`src/rtl/wsfd_pkg.sv`:
```
package wsfd_pkg;

  // Parser phases
  typedef enum logic [2:0] {
    PH_HDR0    = 3'd0,
    PH_HDR1    = 3'd1,
    PH_EXT16   = 3'd2,
    PH_EXT64   = 3'd3,
    PH_MASK    = 3'd4,
    PH_PAYLOAD = 3'd5
  } phase_e;

  // Result kinds, carried on tuser
  typedef enum logic [1:0] {
    EV_PAYLOAD   = 2'd0,
    EV_EMPTY     = 2'd1,
    EV_CLOSE     = 2'd2,
    EV_TOO_LARGE = 2'd3
  } event_e;

  typedef enum logic [1:0] {
    FC_DROP    = 2'd0,
    FC_DELIVER = 2'd1,
    FC_CLOSE   = 2'd2
  } frame_class_e;

  // Opcodes that matter to the parser
  localparam logic [3:0] OPC_CONT   = 4'h0;
  localparam logic [3:0] OPC_TEXT   = 4'h1;
  localparam logic [3:0] OPC_BINARY = 4'h2;
  localparam logic [3:0] OPC_CLOSE  = 4'h8;
  localparam logic [3:0] OPC_PING   = 4'h9;
  localparam logic [3:0] OPC_PONG   = 4'hA;

  localparam logic [6:0] LEN7_EXT16 = 7'd126;

  localparam int unsigned EXT16_BYTES = 2;
  localparam int unsigned EXT64_BYTES = 8;
  localparam int unsigned KEY_BYTES   = 4;

  // Configuration register indexes
  localparam logic CFG_LIMIT_ENABLE   = 1'b0;
  localparam logic CFG_MAX_FRAME_SIZE = 1'b1;

  localparam int unsigned MAX_SIZE_W = 31;
  localparam int unsigned OUT_DATA_W = 32;

  typedef struct packed {
    logic        valid;
    event_e      kind;
    logic [7:0]  payload_byte;
    logic [3:0]  opcode;
    logic        final_flag;
    logic        frame_end;
    logic [15:0] close_code;
    logic        close_code_valid;
  } result_t;

endpackage

```
`src/rtl/wsfd_parser.sv`:
```
module wsfd_parser import wsfd_pkg::*; (
  input  logic                  clk_i,
  input  logic                  rst_ni,
  input  logic                  cfg_we_i,
  input  logic                  cfg_index_i,
  input  logic [MAX_SIZE_W-1:0] cfg_data_i,
  input  logic                  step_i,
  input  logic [7:0]            byte_i,
  output result_t               res_o
);

  logic                  limit_q, limit_d;
  logic [MAX_SIZE_W-1:0] max_q, max_d;

  phase_e      phase_q, phase_d;
  logic [3:0]  hidx_q, hidx_d;
  logic [63:0] rem_q, rem_d;
  logic [31:0] key_q, key_d;
  logic        mask_q, mask_d;
  logic [1:0]  mphase_q, mphase_d;
  logic        fin_q, fin_d;
  logic [3:0]  opc_q, opc_d;
  logic        closing_q, closing_d;
  logic        err_q, err_d;
  logic [15:0] accum_q, accum_d;
  logic [1:0]  cbs_q, cbs_d;

  frame_class_e cls;
  logic [63:0]  rem_shift;
  logic [63:0]  rem_dec;
  logic [3:0]   hidx_inc;
  logic         len_chk;
  logic [63:0]  len_val;
  logic         too_big;
  logic         hdr_fin;
  logic [63:0]  hdr_len;
  logic [7:0]   key_byte;
  logic [7:0]   data;
  logic         last;
  logic [1:0]   cbs_new;
  logic [15:0]  accum_new;

  always_comb begin
    if (closing_q) begin
      cls = FC_DROP;
    end else begin
      unique case (opc_q)
        OPC_CONT, OPC_TEXT, OPC_BINARY, OPC_PING, OPC_PONG: cls = FC_DELIVER;
        OPC_CLOSE: cls = FC_CLOSE;
        default:   cls = FC_DROP;
      endcase
    end
  end

  assign rem_shift = {rem_q[55:0], byte_i};
  assign rem_dec   = (rem_q != 64'd0) ? rem_q - 64'd1 : rem_q;
  assign hidx_inc  = hidx_q + 4'd1;
  assign last      = (rem_dec == 64'd0);

  always_comb begin
    unique case (mphase_q)
      2'd0:    key_byte = key_q[31:24];
      2'd1:    key_byte = key_q[23:16];
      2'd2:    key_byte = key_q[15:8];
      default: key_byte = key_q[7:0];
    endcase
  end

  assign data = mask_q ? (byte_i ^ key_byte) : byte_i;

  always_comb begin
    limit_d = limit_q;
    max_d   = max_q;
    if (cfg_we_i) begin
      unique case (cfg_index_i)
        CFG_LIMIT_ENABLE:   limit_d = cfg_data_i[0];
        CFG_MAX_FRAME_SIZE: max_d   = cfg_data_i;
        default:            limit_d = limit_q;
      endcase
    end
  end

  assign too_big = limit_q &&
                   ((|len_val[63:MAX_SIZE_W]) || (len_val[MAX_SIZE_W-1:0] > max_q));

  always_comb begin
    phase_d   = phase_q;
    hidx_d    = hidx_q;
    rem_d     = rem_q;
    key_d     = key_q;
    mask_d    = mask_q;
    mphase_d  = mphase_q;
    fin_d     = fin_q;
    opc_d     = opc_q;
    closing_d = closing_q;
    err_d     = err_q;
    accum_d   = accum_q;
    cbs_d     = cbs_q;
    res_o     = '0;
    len_chk   = 1'b0;
    len_val   = rem_shift;
    hdr_fin   = 1'b0;
    hdr_len   = rem_q;
    accum_new = {accum_q[7:0], data};
    cbs_new   = cbs_q;

    if (step_i && !err_q) begin
      unique case (phase_q)
        PH_HDR0: begin
          fin_d   = byte_i[7];
          opc_d   = byte_i[3:0];
          accum_d = '0;
          cbs_d   = '0;
          phase_d = PH_HDR1;
        end
        PH_HDR1: begin
          mask_d = byte_i[7];
          hidx_d = '0;
          rem_d  = '0;
          if (byte_i[6:0] < LEN7_EXT16) begin
            rem_d   = {57'd0, byte_i[6:0]};
            len_val = {57'd0, byte_i[6:0]};
            len_chk = 1'b1;
          end else if (byte_i[6:0] == LEN7_EXT16) begin
            phase_d = PH_EXT16;
          end else begin
            phase_d = PH_EXT64;
          end
        end
        PH_EXT16, PH_EXT64: begin
          rem_d  = rem_shift;
          hidx_d = hidx_inc;
          if (hidx_inc >= ((phase_q == PH_EXT16) ? 4'(EXT16_BYTES) : 4'(EXT64_BYTES))) begin
            len_chk = 1'b1;
          end
        end
        PH_MASK: begin
          key_d  = {key_q[23:0], byte_i};
          hidx_d = hidx_inc;
          if (hidx_inc >= 4'(KEY_BYTES)) begin
            hdr_fin = 1'b1;
          end
        end
        PH_PAYLOAD: begin
          mphase_d = mphase_q + 2'd1;
          rem_d    = rem_dec;
          if (last) begin
            phase_d = PH_HDR0;
          end
          if (cls == FC_DELIVER) begin
            res_o.valid        = 1'b1;
            res_o.kind         = EV_PAYLOAD;
            res_o.payload_byte = data;
            res_o.frame_end    = last;
          end else if (cls == FC_CLOSE) begin
            if (cbs_q < 2'd2) begin
              accum_d = accum_new;
              cbs_new = cbs_q + 2'd1;
              cbs_d   = cbs_new;
            end
            if (last) begin
              closing_d       = 1'b1;
              res_o.valid     = 1'b1;
              res_o.kind      = EV_CLOSE;
              res_o.frame_end = 1'b1;
              if (cbs_new >= 2'd2) begin
                res_o.close_code       = (cbs_q < 2'd2) ? accum_new : accum_q;
                res_o.close_code_valid = 1'b1;
              end
            end
          end
        end
        default: phase_d = PH_HDR0;
      endcase

      // length complete: limit check, then mask key or end of header
      if (len_chk) begin
        if (too_big) begin
          err_d           = 1'b1;
          res_o.valid     = 1'b1;
          res_o.kind      = EV_TOO_LARGE;
          res_o.frame_end = 1'b1;
        end else begin
          hidx_d = '0;
          if (mask_d) begin
            phase_d = PH_MASK;
          end else begin
            hdr_fin = 1'b1;
            hdr_len = len_val;
          end
        end
      end

      if (hdr_fin) begin
        mphase_d = '0;
        if (hdr_len != 64'd0) begin
          phase_d = PH_PAYLOAD;
        end else begin
          phase_d = PH_HDR0;
          if (cls == FC_DELIVER) begin
            res_o.valid     = 1'b1;
            res_o.kind      = EV_EMPTY;
            res_o.frame_end = 1'b1;
          end else if (cls == FC_CLOSE) begin
            closing_d       = 1'b1;
            res_o.valid     = 1'b1;
            res_o.kind      = EV_CLOSE;
            res_o.frame_end = 1'b1;
          end
        end
      end
    end

    if (res_o.valid) begin
      res_o.opcode     = opc_q;
      res_o.final_flag = fin_q;
    end
  end

  always_ff @(posedge clk_i or negedge rst_ni) begin
    if (!rst_ni) begin
      limit_q   <= 1'b0;
      max_q     <= '0;
      phase_q   <= PH_HDR0;
      hidx_q    <= '0;
      rem_q     <= '0;
      key_q     <= '0;
      mask_q    <= 1'b0;
      mphase_q  <= '0;
      fin_q     <= 1'b0;
      opc_q     <= '0;
      closing_q <= 1'b0;
      err_q     <= 1'b0;
      accum_q   <= '0;
      cbs_q     <= '0;
    end else begin
      limit_q   <= limit_d;
      max_q     <= max_d;
      phase_q   <= phase_d;
      hidx_q    <= hidx_d;
      rem_q     <= rem_d;
      key_q     <= key_d;
      mask_q    <= mask_d;
      mphase_q  <= mphase_d;
      fin_q     <= fin_d;
      opc_q     <= opc_d;
      closing_q <= closing_d;
      err_q     <= err_d;
      accum_q   <= accum_d;
      cbs_q     <= cbs_d;
    end
  end

endmodule

```
`src/rtl/wsfd_out_reg.sv`:
```
module wsfd_out_reg import wsfd_pkg::*; (
  input  logic                  clk_i,
  input  logic                  rst_ni,
  input  result_t               res_i,
  output logic                  ready_o,
  output logic                  valid_o,
  input  logic                  ready_i,
  output logic [OUT_DATA_W-1:0] data_o,
  output logic [1:0]            user_o,
  output logic                  last_o
);

  logic    valid_q, valid_d;
  result_t res_q, res_d;

  // upstream may step whenever the register is empty or the held result leaves in this cycle
  assign ready_o = !valid_q || ready_i;

  always_comb begin
    valid_d = valid_q;
    res_d   = res_q;
    if (res_i.valid) begin
      valid_d = 1'b1;
      res_d   = res_i;
    end else if (ready_i) begin
      valid_d = 1'b0;
    end
  end

  always_ff @(posedge clk_i or negedge rst_ni) begin
    if (!rst_ni) begin
      valid_q <= 1'b0;
    end else begin
      valid_q <= valid_d;
    end
  end

  always_ff @(posedge clk_i) begin
    res_q <= res_d;
  end

  assign valid_o = valid_q;
  assign data_o  = {2'b00, res_q.close_code_valid, res_q.close_code, res_q.final_flag,
                    res_q.opcode, res_q.payload_byte};
  assign user_o  = res_q.kind;
  assign last_o  = res_q.frame_end;

endmodule

```
`src/rtl/websocket_frame_deframer_unit.sv`:
```
// WebSocket receive-side deframer.
// s_axis carries the received byte stream, one byte per transfer. m_axis
// carries one result per payload byte or empty frame of a data, ping or
// pong frame, one for a completed close frame and one for an oversize
// frame; after a close only oversize results follow. tuser gives the
// result kind (payload, empty frame, close, too large); tlast marks the last result of a frame.
// Configuration: cfg_we_i writes cfg_data_i to register cfg_index_i
// (0 limit enable, 1 maximum frame size); the user must do so only while
// the block is idle; the block does not enforce it. Throughput: one byte
// per clock while m_axis does not stall. Header parsing, the length check,
// the 64-bit length countdown and unmasking sit between the parser state
// and the output register; a result shows on m_axis the cycle after its byte.
// When m_axis stalls the output register holds its result and s_axis_tready
// drops; it rises again in the cycle the result is taken.
// Reset clears the parser to the first header byte, clears the close and
// error flags, and resets both configuration registers to zero. After a
// too-large error all input is taken and dropped until reset.
module websocket_frame_deframer_unit import wsfd_pkg::*; (
  input  logic                  clk_i,
  input  logic                  rst_ni,
  input  logic                  cfg_we_i,
  input  logic                  cfg_index_i,
  input  logic [MAX_SIZE_W-1:0] cfg_data_i,
  input  logic [7:0]            s_axis_tdata,   // data_byte
  input  logic                  s_axis_tvalid,
  output logic                  s_axis_tready,
  // [7:0] payload_byte, [11:8] frame_opcode, [12] final_flag,
  // [28:13] close_code, [29] close_code_valid, [31:30] zero
  output logic [OUT_DATA_W-1:0] m_axis_tdata,
  output logic [1:0]            m_axis_tuser,   // event_kind
  output logic                  m_axis_tlast,   // frame_end
  output logic                  m_axis_tvalid,
  input  logic                  m_axis_tready
);

  result_t res;
  logic    step;

  assign step = s_axis_tvalid && s_axis_tready;

  wsfd_parser u_parser (
    .clk_i       (clk_i),
    .rst_ni      (rst_ni),
    .cfg_we_i    (cfg_we_i),
    .cfg_index_i (cfg_index_i),
    .cfg_data_i  (cfg_data_i),
    .step_i      (step),
    .byte_i      (s_axis_tdata),
    .res_o       (res)
  );

  wsfd_out_reg u_out_reg (
    .clk_i   (clk_i),
    .rst_ni  (rst_ni),
    .res_i   (res),
    .ready_o (s_axis_tready),
    .valid_o (m_axis_tvalid),
    .ready_i (m_axis_tready),
    .data_o  (m_axis_tdata),
    .user_o  (m_axis_tuser),
    .last_o  (m_axis_tlast)
  );

endmodule
```
`config.mk`:
```
export PLATFORM = sky130hd
export DESIGN_NAME = websocket_frame_deframer_unit
export DESIGN_NICKNAME = d
export VERILOG_FILES = /design/src/rtl/wsfd_pkg.sv /design/src/rtl/wsfd_parser.sv /design/src/rtl/wsfd_out_reg.sv /design/src/rtl/websocket_frame_deframer_unit.sv
export SDC_FILE = /design/constraint.sdc
export NUM_CORES = 1
export LEC_CHECK = 0
export ABC_AREA = 1
export BUFFER_PORTS_ARGS = -buffer_cell sky130_fd_sc_hd__buf_4
export CAP_MARGIN = 30
export CORE_ASPECT_RATIO = 0.5
export CORE_UTILIZATION = 62
export DETAILED_ROUTE_END_ITERATION = 7
export PLACE_DENSITY = 0.81
export SYNTH_ARGS = -nofsm -noshare
export SYNTH_HDL_FRONTEND = slang
export SYNTH_HIERARCHICAL = 1
export SYNTH_SLANG_ARGS = --single-unit
```
`constraint.sdc`:
```
create_clock -name clk_i -period 5.54 [get_ports clk_i]
set_input_delay 1.108 -clock clk_i [delete_from_list [all_inputs] [get_ports clk_i]]
set_output_delay 1.108 -clock clk_i [all_outputs]
set_load 0.02 [all_outputs]
```
==> metrics.cfg <==
[status]
outcome = complete, but fails checks
violations = design-rule violations

[worst_setup_path]
reg2reg_to = u_out_reg/data_o[0]
crit_path_end_kind = flop
cp.required_ps = 5650
cp_slowest_cell = buf_4
critPathKind = input port to flop
critPathLaunchType = input port
regToRegStartpoint = u_parser/rem_q[55]
cp-startpoint = s_axis_tdata[4]
crit_fanout = 34
critPathMaxStageDelay_ps = 400
reg2regPathDepth = 19
cp_data_arrival_time_ps = 5260
regToRegSetupSlack_ps = 1010
path_common_cell = nand2_1

[route]
wl_um = 46300
ant_nets = 0
drt_first_pass_iters = 8
drc = 140
wire_per_inst_um = 21.1
vias_per_cell = 6.31
drt_iter0_markers = 2180
dr_total_vias = 13859

[grt]
grtUsageTotal = 0.444
busiest_layer = met2
overflow = 0
met1_usage = 0.558
grt.met3_usage = 0.140
use_met2 = 0.680
grt_max_degree = 84
grt_pass1_vias = 13551
grt_pass1_wl_um = 72600
antenna_found_initial = 0

[yosys]
ys_seq_area_frac = 0.392
synth_area_leaders = dfrtp_1, nand2_1, edfxtp_1
synth_simple_gate_area_frac = 0.310
synth_cell_types = 42
synthMuxAreaShare = 0
synth_area_sq_um = 13000
synth_xor_area_frac = 0.0169
synth_top_area_share = 0.316
synth_top_family_by_area = simple AND/OR/NAND/NOR gates
syn_avg_cell_area_sq_um = 6.94
synth_compound_area_frac = 0.145
syn_inst = 1871
ys_warn_count = 6
yosys_register_bits = 197
synthAdderAreaFrac = 0.0395
yosysTopAreaCell = dfrtp_1

[floorplan]
core_area_sq_um = 20000
die_height_um = 104
row_count = 36
start_util = 0.649
dieArea_sq_um = 21600
num_io_pins = 82
die_x_um = 207

[finish]
syn_to_final_growth_pct = 10.7
drive_gt1_frac = 0.0902
diodes = 0
nFillCells = 1523
finalNetCount = 2003
post-route-util = 0.719

[placed_design]
gp_congestion = 1.02
place_ws_ps = 189
port_buffers = 79
dp_hpwl_um = 32500

[timing]
fin_setup_tns_ps = 0
worst_pin_slew_ps = 853
skew_ps = 13.9
maxSlewViolCount = 0
rsz0062_at_grt = false
max_slew_margin = 0.432
final_hold_viol_count = 0
period_needed_ps = 5150
timing.hold.ws_ps = 496
finalWorstSetupSlack_ps = 391
finalSetupViolCount = 0
fin_crit_sh = 0.929
timing.fmax_mhz = 194

[clock_tree]
cts_hold_buffers = 0
cts_sinks = 197
cts_buffers = 17
htree_levels = 4
cts_buffer_depth = 2
path_clk_slew_ps = 80
postCtsSetupBuffers = 0
cts_tree = yes
cts_resized = 0
clk_latency_ps = 470
root_buffer = clkbuf_16

[pwr]
power.density_nw_per_um2 = 495
p_leak_nw = 7.08
ir_drop_mv = 0.252

[worst_hold_path]
min-delay-start = u_parser/err_q
hold_end = u_parser/err_q
hold_path.class = flop to flop
min_path_cells = 1

[flow_run]
drv_cap = 0

[cell families (layout without fill, tap and decap cells)]
group           count (synthesis)  after routing
compound gates                320            320
simple gates                  967            967
fa+ha+maj                      41             41
flops                         197            197
other cells                     1              2
buf+inv                       320            378
xor+xnor                       25             25
[cell usage after synthesis]
cell type,n
a2111oi_0,1
a21o_1,1
a21oi_1,124
a22o_1,2
a22oi_1,52
a2bb2oi_1,12
a31oi_1,1
and3_1,1
buf_1,5
buf_2,6
buf_4,2
buf_6,4
clkbuf_1,49
conb_1,1
dfrtp_1,164
edfxtp_1,33
ha_1,41
inv_1,253
inv_2,1
nand2_1,513
nand2_2,8
nand3_1,112
nand3_2,1
nand3_4,1
nand4_1,20
nor2_1,263
nor2_2,20
nor2_4,8
nor3_1,11
nor3_2,4
nor4_1,4
o211ai_1,8
o21a_1,1
o21ai_0,87
o21ai_1,1
o21ai_2,1
o21bai_1,1
o221ai_1,8
o22a_1,2
o22ai_1,18
or2_2,1
xor2_1,25
[critical path, delay by kind of cell]
family          cells  cell delay (ps)
compound gates      2              330
fa+ha+maj           1              230
buf+inv             8             1190
simple gates       18             2380
[layout by cell type, fill, tap and decap left out, types with 2 or more instances in the layout]
cell | Yosys | final
o211ai_1 | 8 | 8
buf_4 | 2 | 91
nor2_4 | 8 | 10
nor3_1 | 11 | 11
clkbuf_16 | 0 | 18
a22o_1 | 2 | 2
inv_1 | 253 | 253
nand3_4 | 1 | 2
nand3_1 | 112 | 111
clkinv_8 | 0 | 4
a21oi_1 | 124 | 124
xor2_1 | 25 | 25
dfrtp_1 | 164 | 164
o22ai_1 | 18 | 18
ha_1 | 41 | 41
a22oi_1 | 52 | 52
o22a_1 | 2 | 2
nor2_1 | 263 | 261
inv_8 | 0 | 3
nor4_1 | 4 | 4
o21ai_0 | 87 | 87
nor2_2 | 20 | 20
nand4_1 | 20 | 20
a2bb2oi_1 | 12 | 12
nand2_1 | 513 | 511
nor3_2 | 4 | 4
inv_6 | 0 | 2
clkinv_4 | 0 | 3
conb_1 | 1 | 2
o221ai_1 | 8 | 8
nand2_2 | 8 | 9
edfxtp_1 | 33 | 33
[how the worst max path moves through the flow]
stage / to / slack (ps) / cells after the start
after floorplan: u_out_reg/data_o[0] / 780 / 26
after global placement: u_out_reg/data_o[5] / 730 / 31
after detailed placement: u_out_reg/data_o[6] / 190 / 29
after CTS: u_out_reg/data_o[0] / 660 / 29
after global routing: u_out_reg/data_o[0] / 240 / 29
final: u_out_reg/data_o[0] / 390 / 29
[flip-flops by register name (all words and copies together), names as in the netlist, 2 cells and up]
name / flops
u_parser/hidx_q: 4
u_parser/cbs_q: 2
u_parser/phase_q: 3
u_parser/accum_q: 16
u_parser/mphase_q: 2
u_parser/max_q: 31
u_parser/opc_q: 4
u_out_reg/data_o: 30
u_parser/key_q: 32
u_out_reg/user_o: 2
u_parser/rem_q: 64
[per-stage QoR]
step	area [sq um]	power [mW]	cells
floorplan	13000	4.54	1872
finish	14400	7.12	2196
detailed placement	13800	5.60	2164
global placement	13800	5.40	2164
CTS	14400	6.95	2196
global route	14400	7.53	2196
[where the power goes]
part | internal (mW) | leakage (nW) | total [mW] | switching (mW)
combinational | 1.01 | 4.54 | 3.12 | 2.10
sequential | 1.96 | 2.25 | 2.69 | 0.726
clock | 0.644 | 0.296 | 1.31 | 0.667
[per-layer routing]
metal  vias to the layer above  wire length [um]
li1                       6146                 -
met1                      6362             17500
met2                      1080             20200
met3                       271              5860
met4                         0              2740
met5                         -                 0
[final cells by class]
type / instances / area [sq um] / area share
multi-input combinational: 1355 / 6680 / 0.465
sequential: 197 / 5090 / 0.355
inverter: 254 / 953 / 0.0663
timing repair buffer: 92 / 694 / 0.0483
clock buffer: 19 / 464 / 0.0323
tap: 266 / 333 / 0.0232
clock inverter: 13 / 150 / 0.0104
No activity file was read; power rests on OpenSTA's default activity.
